<file path="src/stq_pkg.sv">
// shared types, codes and defaults of the sorted timer queue
`default_nettype none

package stq_pkg;

  localparam int unsigned QUEUE_DEPTH_DEF = 16;
  localparam int unsigned TIME_BITS_DEF   = 32;
  localparam int unsigned TAG_BITS_DEF    = 16;

  // request codes
  localparam logic REQ_INSERT = 1'b0;
  localparam logic REQ_POLL   = 1'b1;

  typedef enum logic [1:0] {
    ST_INSERTED = 2'd0,
    ST_DEQUEUED = 2'd1,
    ST_NOTHING  = 2'd2,
    ST_FULL     = 2'd3
  } status_t;

  typedef enum logic [1:0] {
    S_IDLE,
    S_INS_CMP,
    S_INS_PUT,
    S_POLL_CMP
  } state_t;

  // read address select
  typedef enum logic [1:0] {
    RD_HEAD,
    RD_TAIL,
    RD_NEXT
  } rd_sel_t;

  typedef struct packed {
    logic    latch;
    rd_sel_t rd_sel;
    logic    wr_shift;
    logic    wr_new;
    logic    idx_dec;
    logic    deq;
    logic    res_en;
    status_t res_status;
    logic    res_data;
  } stq_cmd_t;

  typedef struct packed {
    logic in_poll;
    logic full;
    logic empty;
    logic due;
    logic greater;
    logic idx_one;
  } stq_sts_t;

endpackage

`default_nettype wire

</file>
<file path="src/stq_if.sv">
// request and result channel interfaces
`default_nettype none

interface stq_in_if #(
  parameter int unsigned TIME_BITS = 32,
  parameter int unsigned TAG_BITS  = 16
);
  logic                 valid;
  logic                 ready;
  logic                 req_type;
  logic [TIME_BITS-1:0] deadline;
  logic [TAG_BITS-1:0]  msg_tag;
  logic [TIME_BITS-1:0] now_time;

  modport source (output valid, req_type, deadline, msg_tag, now_time, input ready);
  modport sink (input valid, req_type, deadline, msg_tag, now_time, output ready);
endinterface

interface stq_out_if #(
  parameter int unsigned TIME_BITS = 32,
  parameter int unsigned TAG_BITS  = 16
);
  logic                 valid;
  logic                 ready;
  logic [1:0]           status;
  logic [TAG_BITS-1:0]  out_tag;
  logic [TIME_BITS-1:0] out_deadline;

  modport source (output valid, status, out_tag, out_deadline, input ready);
  modport sink (input valid, status, out_tag, out_deadline, output ready);
endinterface

`default_nettype wire

</file>
<file path="src/stq_ram.sv">
// generic simple dual-port ram with registered read
`default_nettype none

module stq_ram #(
  parameter int unsigned WIDTH = 8,
  parameter int unsigned DEPTH = 16
) (
  input  wire logic                     clk,
  input  wire logic                     wr_en,
  input  wire logic [$clog2(DEPTH)-1:0] wr_addr,
  input  wire logic [WIDTH-1:0]         wr_data,
  input  wire logic [$clog2(DEPTH)-1:0] rd_addr,
  output logic      [WIDTH-1:0]         rd_data
);

  logic [WIDTH-1:0] mem [DEPTH];

  always_ff @(posedge clk) begin
    if (wr_en) begin
      mem[wr_addr] <= wr_data;
    end
    rd_data <= mem[rd_addr];
  end

endmodule

`default_nettype wire

</file>
<file path="src/stq_ctrl.sv">
// controller state machine of the sorted timer queue
`default_nettype none

module stq_ctrl import stq_pkg::*; (
  input  wire logic     clk,
  input  wire logic     rst_n,
  input  wire logic     in_valid,
  output logic          in_ready,
  input  wire logic     out_free,
  input  wire stq_sts_t sts,
  output stq_cmd_t      cmd
);

  state_t state_r, state_nxt;
  logic   fire;

  always_ff @(posedge clk) begin
    if (!rst_n) begin
      state_r <= S_IDLE;
    end else begin
      state_r <= state_nxt;
    end
  end

  assign in_ready = (state_r == S_IDLE) && out_free;
  assign fire     = in_valid && in_ready;

  always_comb begin
    state_nxt      = state_r;
    cmd            = '0;
    cmd.rd_sel     = RD_HEAD;
    cmd.res_status = ST_NOTHING;
    case (state_r)
      S_IDLE: begin
        if (fire) begin
          if (sts.in_poll) begin
            if (sts.empty) begin
              cmd.res_en     = 1'b1;
              cmd.res_status = ST_NOTHING;
            end else begin
              cmd.latch  = 1'b1;
              cmd.rd_sel = RD_HEAD;
              state_nxt  = S_POLL_CMP;
            end
          end else if (sts.full) begin
            cmd.res_en     = 1'b1;
            cmd.res_status = ST_FULL;
          end else if (sts.empty) begin
            cmd.latch = 1'b1;
            state_nxt = S_INS_PUT;
          end else begin
            cmd.latch  = 1'b1;
            cmd.rd_sel = RD_TAIL;
            state_nxt  = S_INS_CMP;
          end
        end
      end
      S_INS_CMP: begin
        if (sts.greater) begin
          cmd.wr_shift = 1'b1;
          cmd.idx_dec  = 1'b1;
          if (sts.idx_one) begin
            state_nxt = S_INS_PUT;
          end else begin
            cmd.rd_sel = RD_NEXT;
          end
        end else begin
          cmd.wr_new     = 1'b1;
          cmd.res_en     = 1'b1;
          cmd.res_status = ST_INSERTED;
          state_nxt      = S_IDLE;
        end
      end
      S_INS_PUT: begin
        cmd.wr_new     = 1'b1;
        cmd.res_en     = 1'b1;
        cmd.res_status = ST_INSERTED;
        state_nxt      = S_IDLE;
      end
      S_POLL_CMP: begin
        cmd.res_en = 1'b1;
        if (sts.due) begin
          cmd.deq        = 1'b1;
          cmd.res_data   = 1'b1;
          cmd.res_status = ST_DEQUEUED;
        end else begin
          cmd.res_status = ST_NOTHING;
        end
        state_nxt = S_IDLE;
      end
      default: begin
        state_nxt = S_IDLE;
      end
    endcase
  end

endmodule

`default_nettype wire

</file>
<file path="src/stq_datapath.sv">
// datapath: circular sorted store, request latch and result register
`default_nettype none

module stq_datapath import stq_pkg::*; #(
  parameter int unsigned QUEUE_DEPTH = QUEUE_DEPTH_DEF,
  parameter int unsigned TIME_BITS   = TIME_BITS_DEF,
  parameter int unsigned TAG_BITS    = TAG_BITS_DEF
) (
  input  wire logic                 clk,
  input  wire logic                 rst_n,
  input  wire logic                 in_req_type,
  input  wire logic [TIME_BITS-1:0] in_deadline,
  input  wire logic [TAG_BITS-1:0]  in_msg_tag,
  input  wire logic [TIME_BITS-1:0] in_now_time,
  input  wire stq_cmd_t             cmd,
  output stq_sts_t                  sts,
  output logic                      out_valid,
  input  wire logic                 out_ready,
  output logic                      out_free,
  output logic [1:0]                out_status,
  output logic [TAG_BITS-1:0]       out_tag,
  output logic [TIME_BITS-1:0]      out_deadline
);

  localparam int unsigned IDX_BITS = $clog2(QUEUE_DEPTH);
  localparam int unsigned CNT_BITS = $clog2(QUEUE_DEPTH + 1);
  localparam int unsigned ENT_BITS = TIME_BITS + TAG_BITS;
  localparam logic [CNT_BITS:0]   DEPTH_W  = (CNT_BITS + 1)'(QUEUE_DEPTH);
  localparam logic [CNT_BITS-1:0] DEPTH_C  = CNT_BITS'(QUEUE_DEPTH);
  localparam logic [CNT_BITS-1:0] OFF_ONE  = CNT_BITS'(1);
  localparam logic [CNT_BITS-1:0] OFF_TWO  = CNT_BITS'(2);

  logic [IDX_BITS-1:0]  head_r;
  logic [CNT_BITS-1:0]  count_r;
  logic [CNT_BITS-1:0]  idx_r;
  logic [TIME_BITS-1:0] dl_r;
  logic [TAG_BITS-1:0]  tag_r;
  logic [TIME_BITS-1:0] now_r;
  logic                 out_valid_r;
  status_t              out_status_r;
  logic [TAG_BITS-1:0]  out_tag_r;
  logic [TIME_BITS-1:0] out_dl_r;

  logic [CNT_BITS-1:0]  rd_off;
  logic [IDX_BITS-1:0]  rd_addr;
  logic [IDX_BITS-1:0]  wr_addr;
  logic [ENT_BITS-1:0]  wr_data;
  logic [ENT_BITS-1:0]  rd_data;
  logic [TIME_BITS-1:0] rd_dl;
  logic [TAG_BITS-1:0]  rd_tag;

  // physical slot of a logical offset from the head
  function automatic logic [IDX_BITS-1:0] slot(input logic [IDX_BITS-1:0] base,
                                               input logic [CNT_BITS-1:0] off);
    logic [CNT_BITS:0] sum;
    sum = (CNT_BITS + 1)'(base) + (CNT_BITS + 1)'(off);
    if (sum >= DEPTH_W) begin
      sum = sum - DEPTH_W;
    end
    return sum[IDX_BITS-1:0];
  endfunction

  always_comb begin
    case (cmd.rd_sel)
      RD_HEAD: rd_off = '0;
      RD_TAIL: rd_off = count_r - OFF_ONE;
      RD_NEXT: rd_off = idx_r - OFF_TWO;
      default: rd_off = '0;
    endcase
  end

  assign rd_addr = slot(head_r, rd_off);
  assign wr_addr = slot(head_r, idx_r);
  assign wr_data = cmd.wr_shift ? rd_data : {dl_r, tag_r};

  stq_ram #(
    .WIDTH (ENT_BITS),
    .DEPTH (QUEUE_DEPTH)
  ) u_ram (
    .clk     (clk),
    .wr_en   (cmd.wr_shift || cmd.wr_new),
    .wr_addr (wr_addr),
    .wr_data (wr_data),
    .rd_addr (rd_addr),
    .rd_data (rd_data)
  );

  assign rd_dl  = rd_data[ENT_BITS-1:TAG_BITS];
  assign rd_tag = rd_data[TAG_BITS-1:0];

  assign sts.in_poll = (in_req_type == REQ_POLL);
  assign sts.full    = (count_r == DEPTH_C);
  assign sts.empty   = (count_r == '0);
  assign sts.due     = (rd_dl <= now_r);
  assign sts.greater = (rd_dl > dl_r);
  assign sts.idx_one = (idx_r == OFF_ONE);

  always_ff @(posedge clk) begin
    if (!rst_n) begin
      head_r      <= '0;
      count_r     <= '0;
      out_valid_r <= 1'b0;
    end else begin
      if (cmd.wr_new) begin
        count_r <= count_r + OFF_ONE;
      end else if (cmd.deq) begin
        count_r <= count_r - OFF_ONE;
        head_r  <= slot(head_r, OFF_ONE);
      end
      if (cmd.res_en) begin
        out_valid_r <= 1'b1;
      end else if (out_ready) begin
        out_valid_r <= 1'b0;
      end
    end
  end

  always_ff @(posedge clk) begin
    if (cmd.latch) begin
      dl_r  <= in_deadline;
      tag_r <= in_msg_tag;
      now_r <= in_now_time;
      idx_r <= count_r;
    end else if (cmd.idx_dec) begin
      idx_r <= idx_r - OFF_ONE;
    end
    if (cmd.res_en) begin
      out_status_r <= cmd.res_status;
      out_tag_r    <= cmd.res_data ? rd_tag : '0;
      out_dl_r     <= cmd.res_data ? rd_dl : '0;
    end
  end

  assign out_valid    = out_valid_r;
  assign out_free     = !out_valid_r || out_ready;
  assign out_status   = out_status_r;
  assign out_tag      = out_tag_r;
  assign out_deadline = out_dl_r;

endmodule

`default_nettype wire

</file>
<file path="src/sorted_timer_queue.sv">
// top level of the sorted timer queue
//
//   channel  | dir | handshake     | payload
//   ---------+-----+---------------+-----------------------------------------
//   in_ch    | in  | valid / ready | req_type, deadline, msg_tag, now_time
//   out_ch   | out | valid / ready | status, out_tag, out_deadline
//
// one transaction in at a time, one result transaction out for each accepted one
// poll: head read, then compare; poll on empty queue or full insert: answered on accept
// insert: compare from the tail, each stored entry with a later deadline moved
//   up one slot through the single ram write port, then the new entry written
// reset: synchronous, active low, empties the queue at once, no clearing pass
// out_ch stalls hold the result register; in_ch is taken again once it is free
`default_nettype none

module sorted_timer_queue import stq_pkg::*; #(
  parameter int unsigned QUEUE_DEPTH = QUEUE_DEPTH_DEF,
  parameter int unsigned TIME_BITS   = TIME_BITS_DEF,
  parameter int unsigned TAG_BITS    = TAG_BITS_DEF
) (
  input wire logic clk,
  input wire logic rst_n,
  stq_in_if.sink   in_ch,
  stq_out_if.source out_ch
);

  stq_cmd_t cmd;
  stq_sts_t sts;
  logic     out_free;

  // sequencer: accept, scan the store, issue the result
  stq_ctrl u_ctrl (
    .clk      (clk),
    .rst_n    (rst_n),
    .in_valid (in_ch.valid),
    .in_ready (in_ch.ready),
    .out_free (out_free),
    .sts      (sts),
    .cmd      (cmd)
  );

  // store kept as a circular buffer in ascending deadline order from the head
  stq_datapath #(
    .QUEUE_DEPTH (QUEUE_DEPTH),
    .TIME_BITS   (TIME_BITS),
    .TAG_BITS    (TAG_BITS)
  ) u_dp (
    .clk          (clk),
    .rst_n        (rst_n),
    .in_req_type  (in_ch.req_type),
    .in_deadline  (in_ch.deadline),
    .in_msg_tag   (in_ch.msg_tag),
    .in_now_time  (in_ch.now_time),
    .cmd          (cmd),
    .sts          (sts),
    .out_valid    (out_ch.valid),
    .out_ready    (out_ch.ready),
    .out_free     (out_free),
    .out_status   (out_ch.status),
    .out_tag      (out_ch.out_tag),
    .out_deadline (out_ch.out_deadline)
  );

endmodule

`default_nettype wire

</file>
<file path="src/flat_wrapper.sv">
// flat-port wrapper written by rule: the top's interface ports become plain ports
module sorted_timer_queue_flat import stq_pkg::*;
#(
  parameter int unsigned QUEUE_DEPTH = QUEUE_DEPTH_DEF,
  parameter int unsigned TIME_BITS   = TIME_BITS_DEF,
  parameter int unsigned TAG_BITS    = TAG_BITS_DEF
)
  (clk, rst_n, in_ch_valid, in_ch_req_type, in_ch_deadline, in_ch_msg_tag, in_ch_now_time, in_ch_ready, out_ch_valid, out_ch_status, out_ch_out_tag, out_ch_out_deadline, out_ch_ready);
  stq_in_if #(.TIME_BITS(TIME_BITS), .TAG_BITS(TAG_BITS)) in_ch_i ();
  stq_out_if #(.TIME_BITS(TIME_BITS), .TAG_BITS(TAG_BITS)) out_ch_i ();
  input wire logic clk;
  input wire logic rst_n;
  input wire logic [$bits(in_ch_i.valid)-1:0] in_ch_valid;
  input wire logic [$bits(in_ch_i.req_type)-1:0] in_ch_req_type;
  input wire logic [$bits(in_ch_i.deadline)-1:0] in_ch_deadline;
  input wire logic [$bits(in_ch_i.msg_tag)-1:0] in_ch_msg_tag;
  input wire logic [$bits(in_ch_i.now_time)-1:0] in_ch_now_time;
  output wire logic [$bits(in_ch_i.ready)-1:0] in_ch_ready;
  output wire logic [$bits(out_ch_i.valid)-1:0] out_ch_valid;
  output wire logic [$bits(out_ch_i.status)-1:0] out_ch_status;
  output wire logic [$bits(out_ch_i.out_tag)-1:0] out_ch_out_tag;
  output wire logic [$bits(out_ch_i.out_deadline)-1:0] out_ch_out_deadline;
  input wire logic [$bits(out_ch_i.ready)-1:0] out_ch_ready;
  assign in_ch_i.valid = in_ch_valid;
  assign in_ch_i.req_type = in_ch_req_type;
  assign in_ch_i.deadline = in_ch_deadline;
  assign in_ch_i.msg_tag = in_ch_msg_tag;
  assign in_ch_i.now_time = in_ch_now_time;
  assign in_ch_ready = in_ch_i.ready;
  assign out_ch_valid = out_ch_i.valid;
  assign out_ch_status = out_ch_i.status;
  assign out_ch_out_tag = out_ch_i.out_tag;
  assign out_ch_out_deadline = out_ch_i.out_deadline;
  assign out_ch_i.ready = out_ch_ready;
  sorted_timer_queue #(.QUEUE_DEPTH(QUEUE_DEPTH), .TIME_BITS(TIME_BITS), .TAG_BITS(TAG_BITS)) u_core (.clk(clk), .rst_n(rst_n), .in_ch(in_ch_i), .out_ch(out_ch_i));
endmodule
</file>
<file path="config.mk">
export PLATFORM = sky130hd
export DESIGN_NAME = sorted_timer_queue_flat
export DESIGN_NICKNAME = d
export VERILOG_FILES = /design/src/stq_pkg.sv /design/src/stq_if.sv /design/src/stq_ram.sv /design/src/stq_ctrl.sv /design/src/stq_datapath.sv /design/src/sorted_timer_queue.sv /design/src/flat_wrapper.sv
export SDC_FILE = /design/constraint.sdc
export NUM_CORES = 1
export LEC_CHECK = 0
export CORE_AREA = 2 2 256 258
export DETAILED_ROUTE_END_ITERATION = 6
export DIE_AREA = 0 0 258 260
export DONT_BUFFER_PORTS = 1
export PLACE_DENSITY_LB_ADDON = 0.2
export SYNTH_ARGS = -nofsm -noshare
export SYNTH_HDL_FRONTEND = slang
export SYNTH_SLANG_ARGS = --single-unit
</file>
<file path="constraint.sdc">
create_clock -name clk -period 5.85 [get_ports clk]
set_input_delay 1.4625 -clock clk [delete_from_list [all_inputs] [get_ports clk]]
set_output_delay 1.4625 -clock clk [all_outputs]
set_load 0.02 [all_outputs]
</file>
==> metrics, run 1 <==
met1 Use GR=about 35%; arrival time at the worst endpoint=6090 ps; Reg area=0.0283 mm^2; setup bufs post-CTS=0; Pins Over Slew Limit=0; CP Max Fanout=44; Final GP Congestion=0.826; vias in the first global route=18,400; share of cells above drive strength 1=25.7%; DIE AREA=0.0671 mm^2; count of cell types in the netlist=63; Total Routing Usage GR=24.9%; MaxCap Viol Count=0; row count=93; Setup Skew=19.8 ps; met2 Usage GRT=40.4%; setup violators final=0; crit start category=register; Clock Latency Late Sink=between 600 and 700 ps; synthesized netlist cell count=1,821; CP startpoint=u_core.u_dp.u_ram.rd_data[39]$_DFF_P_; fin crit period=5580 ps; Crit path largest cell delay=1040 ps; status=finished clean; Internal Pwr Total=0.0132 W; CTS Buf Count=95; initial DRC count=2,173; Area Growth Syn to Fin=12.7%; multi-input combinational cell area=0.00900 mm^2; CTS resizes=0; Post-synth EDFFs=903; Die Y=between 200 and 300 um; Leakage=about 14 nW; number of port buffers=0; CTS root buf=clkbuf_16; Primary FF master, synth=edfxtp_1; dpl cells=~2,700; Final #Nets=2,094; worst hold path type=reg -> reg; reg2reg start=u_core.u_dp.u_ram.rd_data[39]$_DFF_P_; number of remaining DRC errors=0; Core Region=0.0641 mm^2; unrepaired setup endpoints after global routing=no; Chip Width=258 um; Post-DP Area=0.0395 mm^2; Layout Cells excl Fill=around 2,900; Worst slew margin=23.0%; top cell type's share of synthesized area=71.8%; most area-hungry cell type in the Yosys netlist=edfxtp_1; Clock Path Buffers=3; worst reg2reg setup slack=270 ps; CTS tree=built; initial antenna violation count=2; Reg power frac=52.5%; pin count of the biggest net entering global routing=64; Comb power frac=14.7%; sequential area share after synthesis=75.0%; Netlist Area Pre-Place=0.0377 mm^2; overall routed net length=roughly 82,000 um; period utilization=between 90% and 100%; Yosys warning count=0; Vias=around 18,000; CP required=~6400 ps; Clock power frac=32.8%; Setup TNS=0 ps; dpl ws=320 ps; post-cts hold buffer count=0; Setup CP Type=reg -> reg; # H-tree levels=3; element type at the critical path end=register; Hold Violations, Final=0; Via density=6.33; top cells by area, synth=edfxtp_1 (72%), mux4_2 (14%), dfxtp_1 (3.2%); routing usage on met3=4.21%; drt wl/cell=28.5 um; drt pass-1 iters=5; Worst-path clk slew=60 ps; hpwl dp=between 40,000 and 50,000 um; crit path cell chain=ha_1 -> nand4_1 -> nor4_1 -> inv_1 -> a41oi_1 -> o211a_4 -> nor2b_1 -> inv_1 -> ha_1 -> a22oi_1 -> nor2_1 -> ha_4 -> fa_4 -> buf_12 -> mux4_2 -> mux4_2; Syn Nets=1,992; Sink Count=963; Fmax=179 MHz; crit path max-delay cell type=fa_4; final instance area=around 0.043 mm^2; synthesized flop and latch total=963; hold path startpoint=u_core.u_ctrl.state_r[0]$_SDFFE_PN0P_; filler instances=4,021; switching share of power=27.0%; Slew @ Worst Pin=1150 ps; P_sw=0.00489 W; Initial Utilization=58.9%; post-route ant nets=0; busiest grt layer=met2; power density over the cells=426 mW/mm^2; Post-synth ARST share=0%; gr ovfl total=0; first-pass GRT wire length=around 120,000 um; Syn Area/Cell=about 21 um^2; worst setup margin=around 270 ps; IO Pins=137; VDD IR max=248 uV
==> state kept, by name (all words and copies together) (netlist names) <==
signal	flops
u_core.u_dp.tag_r	16
u_core.u_dp.out_deadline	32
u_core.u_dp.idx_r	5
u_core.u_dp.head_r	4
u_core.u_dp.out_tag	16
u_core.u_dp.u_ram.mem	768
u_core.u_ctrl.state_r	2
u_core.u_dp.now_r	32
u_core.u_dp.out_valid	1
u_core.u_dp.u_ram.rd_data	48
u_core.u_dp.dl_r	32
u_core.u_dp.out_status	2
u_core.u_dp.count_r	5
==> per-layer routing <==
layer | share of wire [%] | vias to the layer above | wire (um)
met5 | 0 | - | 0
met4 | 2.2 | 0 | 1760
met3 | 8.0 | 113 | 6510
met2 | 49 | 800 | 40000
met1 | 41 | 9560 | 33200
li1 | - | 7619 | -
==> power by group through the flow <==
stage	Clock [W]	Sequential (W)	Combinational [W]
2_1_floorplan	0	0.00958	0.00163
3_3_place_gp	0	0.00963	0.00257
5_1_grt	0.00632	0.00958	0.00291
6_report	0.00594	0.00952	0.00267
3_5_place_dp	0	0.00966	0.00267
4_1_cts	0.00604	0.00953	0.00268
==> layout make-up <==
| cell class | count | area share, % |
|---|---|---|
| Sequential cell | 963 | 66.5 |
| Tap cell | 855 | 2.51 |
| Timing Repair Buffer | 76 | 1.87 |
| Antenna cell | 1 | 0.00588 |
| Clock buffer | 132 | 6.19 |
| Clock inverter | 46 | 1.01 |
| Multi-Input combinational cell | 705 | 21.1 |
| Inverter | 82 | 0.729 |
==> path summary, 6_finish.rpt <==
| check | depth (start not counted) | to |
|---|---|---|
| setup / recovery | 16 | u_core.u_dp.u_ram.rd_data[17]$_DFF_P_ |
| hold / removal | 2 | u_core.u_ctrl.state_r[0]$_SDFFE_PN0P_ |
| setup reg to reg | 16 | u_core.u_dp.u_ram.rd_data[17]$_DFF_P_ |
| hold reg to reg | 2 | u_core.u_ctrl.state_r[0]$_SDFFE_PN0P_ |
==> kinds of logic after synthesis <==
group                      after synthesis  share of synthesized area (%)
muxes                                  261                           14.9
buffers and inverters                  153                           1.61
AOI/OAI and AO/OA                      122                           2.07
adders and majority gates               86                           2.89
and+or+nand+nor                        219                           3.08
xor gates and xnor gates                17                          0.394
DFF                                    963                           75.0
==> metrics by stage <==
stage               util, %  hold slack [ps]  power [W]
finish                 66.4              506     0.0181
detailed placement     61.6              502     0.0123
global route           66.4              548     0.0188
CTS                    66.4              507     0.0182
floorplan                 -              469     0.0112
global placement       61.6              484     0.0122
==> cells in the mapped netlist, types with 14 or more instances <==
library cell,instances
mux2_2,17
edfxtp_1,903
dfxtp_1,60
o21ai_0,44
buf_1,15
ha_1,84
buf_2,18
and2_1,50
nor2_1,36
nand3_1,14
clkbuf_1,36
mux4_2,240
a21oi_1,36
nand2_1,67
inv_1,82
==> critical path, delay by kind of cell (launching register included) <==
kind	cells	cell delay, ps
adder cells (fa/ha/maj)	4	1820
flip-flops	1	390
buffers and inverters	3	460
multiplexers	2	850
AO/OA/AOI/OAI	3	770
AND/OR/NAND/NOR	4	1120
==> cell usage in the layout (no fill, tap or decap), types with 16 or more instances in the layout <==
cell type	instances
a21oi_1	36
and2_1	50
buf_12	18
buf_4	58
clkbuf_1	25
clkbuf_16	95
clkinv_2	16
dfxtp_1	60
edfxtp_1	903
ha_1	83
inv_1	81
mux2_2	17
mux4_2	240
nand2_1	67
nor2_1	20
nor2_4	16
o21ai_0	38
No activity file was read; power rests on OpenSTA's default activity.
==> inputs of run 2 (changes only) <==
- ABC_AREA: unset -> 1
- CORE_AREA: 2 2 256 258 -> 2 2 263 265
- DIE_AREA: 0 0 258 260 -> 0 0 265 267
==> run 2 against run 1 <==
Sequential power grew 5%; clock-buffer cell count down 6; sequential share of layout area down 3.0 points; sequential cell count unchanged; wire length increased by 7.6%; die area grew 5.5%; synthesized cell count up 59%; core utilization down 0.81 points; fmax increased by 10%; via count grew 26%; setup slack improved by 510 ps; non-clock buffer count grew 16; critical path type unchanged.
==> metrics, run 2 <==
routing usage on met3=3.48%; top cells by area, synth=edfxtp_1 (68%), mux2i_1 (4.8%), o21ai_0 (4.4%); drt wl/cell=around 22 um; Worst slew margin=24.5%; hpwl dp=47,500 um; Pins Over Slew Limit=0; Syn Area/Cell=13.7 um^2; Critical path buffers and inverters=4; CTS tree=built; Syn Nets=3,072; sequential area share after synthesis=71.4%; Setup CP Type=reg -> reg; Final #Nets=3,107; crit start category=register; setup bufs post-CTS=0; Primary FF master, synth=edfxtp_1; CTS resizes=0; Slew @ Worst Pin=~1100 ps; met1 Use GR=between 30% and 40%; DIE AREA=between 0.07 and 0.08 mm^2; most area-hungry cell type in the Yosys netlist=edfxtp_1; arrival time at the worst endpoint=5610 ps; ANT cells=0; CP top delay family=adder cells; final core occ=65.6%; power density over the cells=480 mW/mm^2; Area Growth Syn to Fin=12.4%; post-route ant nets=0; element type at the critical path end=register; MaxCap Viol Count=0; CTS root buf=clkbuf_16; Fmax=197 MHz; biggest regs=u_core.u_dp.u_ram.mem: 768 flops, u_core.u_dp.u_ram.rd_data: 48 flops; Final GP Congestion=0.842; vias in the first global route=22,100; dpl cells=3,719; top cell type's share of synthesized area=68.4%; max reg flops=768; period utilization=about 87%; status=finished clean; VDD IR max=253 uV; row count=96; Vias=22,700; largest reg by FF count=u_core.u_dp.u_ram.mem; Post-synth ARST share=0%; setup violators final=0; Core Region=0.0680 mm^2; pin count of the biggest net entering global routing=approximately 110; crit path cell chain=inv_1 -> ha_1 -> nand2_1 -> nor2_1 -> nand2_1 -> nand2_1 -> a21oi_1 -> nand2_1 -> nand3_4 -> inv_2 -> nand2_1 -> inv_1 -> ha_1 -> nand2_1 -> a21oi_1 -> ha_4 -> fa_4 -> buf_12 -> a21oi_1 -> o21ai_0 -> o211ai_1 -> a21oi_2 -> a21oi_2; Clock Latency Late Sink=roughly 660 ps; initial antenna violation count=0; Die Y=267 um; worst setup margin=around 780 ps; Chip Width=265 um; Leakage=15.6 nW; met2 Usage GRT=41.2%; Yosys warning count=0; Total Routing Usage GR=approximately 25%; busiest grt layer=met2; Post-DP Area=0.0411 mm^2; post-cts hold buffer count=0; Layout Cells excl Fill=3,902; leading cell types in the layout, fill and taps excluded=edfxtp_1 (903), inv_1 (342), o21ai_0 (342); Netlist Area Pre-Place=0.0397 mm^2; synthesized flop and latch total=963; Clock Path Buffers=3; Setup Skew=24.6 ps; first-pass GRT wire length=132,000 um; dpl ws=764 ps; number of remaining DRC errors=0; drt pass-1 iters=6; Crit path largest cell delay=1020 ps; commonest non-fill, non-tap cell in the layout=edfxtp_1; Post-synth top cells=edfxtp_1 (903), o21ai_0 (348), inv_1 (344); share of cells above drive strength 1=12.4%; overall routed net length=87,800 um; Worst-path clk slew=60 ps; unrepaired setup endpoints after global routing=no; Worst path most repeated cell=nand2_1; number of port buffers=0; final instance area=0.0446 mm^2; fin crit period=5070 ps; count of cell types in the netlist=44; # H-tree levels=3; gr ovfl total=0; Via density=5.83; Initial Utilization=58.4%; CP Max Fanout=102; most numerous cell in the Yosys netlist=edfxtp_1; Post-synth EDFFs=~900; synthesized netlist cell count=2,901; Hold Violations, Final=0; crit path max-delay cell type=fa_4; Setup TNS=0 ps; CTS Buf Count=between 90 and 100; worst hold path type=reg -> reg; Sink Count=963; initial DRC count=approximately 2,200; IO Pins=137; CP required=6390 ps
## run 2: cell types whose count changed after synthesis, moves of 92 or more
cell | previous run | this run
inv_1 | 82 | 344
o211ai_1 | 0 | 97
mux4_2 | 240 | 0
a21oi_1 | 36 | 250
nand2_1 | 67 | 159
mux2i_1 | 4 | 192
o21ai_0 | 44 | 348
## run 2: worst paths after layout
kind	cells after the start	from	slack, ps	to
min reg2reg	2	u_core.u_dp.head_r[3]$_SDFFE_PN0P_	500	u_core.u_dp.head_r[3]$_SDFFE_PN0P_
max	23	u_core.u_dp.dl_r[31]$_DFFE_PP_	780	u_core.u_dp.u_ram.rd_data[43]$_DFF_P_
max reg2reg	23	u_core.u_dp.dl_r[31]$_DFFE_PP_	780	u_core.u_dp.u_ram.rd_data[43]$_DFF_P_
min	2	u_core.u_dp.head_r[3]$_SDFFE_PN0P_	500	u_core.u_dp.head_r[3]$_SDFFE_PN0P_
## run 2: kinds of logic after synthesis
logic type / share of synthesized area (%)
compound gates: 12.2
xor+xnor: 0.438
fa+ha+maj: 2.75
buf+inv: 5.31
flops: 71.4
mux: 4.84
simple gates: 3.11
## run 2: report_power, final
| part | switching (W) | total [W] | leakage (nW) | internal [W] |
|---|---|---|---|---|
| Sequential | 0.000573 | 0.0100 | 8.72 | 0.00944 |
| Combinational | 0.00333 | 0.00470 | 5.17 | 0.00137 |
| Clock | 0.00261 | 0.00671 | 1.71 | 0.00409 |
## run 2: worst reg2reg max path, stage by stage (launching register included)
cell	delay, ps
edfxtp_1	400
inv_1	80
ha_1	240
nand2_1	180
nor2_1	140
nand2_1	80
nand2_1	50
a21oi_1	550
nand2_1	240
nand3_4	130
inv_2	40
nand2_1	110
inv_1	60
ha_1	220
nand2_1	80
a21oi_1	120
ha_4	190
fa_4	1020
buf_12	420
a21oi_1	130
o21ai_0	130
o211ai_1	160
a21oi_2	190
a21oi_2	40
## run 2: cell type report
type                            instances  area (um^2)
Clock inverter                         57          846
Timing Repair Buffer                   92          891
Inverter                              351         1320
Tap cell                              882         1100
Clock buffer                          126         2680
Multi-Input combinational cell       1431         9420
Fill cell                            4695        23400
Sequential cell                       963        28300
## run 2: metrics by stage
| stage | power, W | hold slack [ps] |
|---|---|---|
| 2_1_floorplan | 0.0131 | 466 |
| 4_1_cts | 0.0216 | 500 |
| 3_3_place_gp | 0.0146 | 479 |
| 6_report | 0.0214 | 504 |
| 5_1_grt | 0.0224 | 520 |
| 3_5_place_dp | 0.0148 | 490 |
## run 2: metal layers
| metal | vias to the layer above | share of wire [%] |
|---|---|---|
| li1 | 10600 | - |
| met1 | 11200 | 43 |
| met2 | 786 | 49 |
| met3 | 129 | 6.6 |
| met4 | 0 | 2.0 |
| met5 | - | 0 |
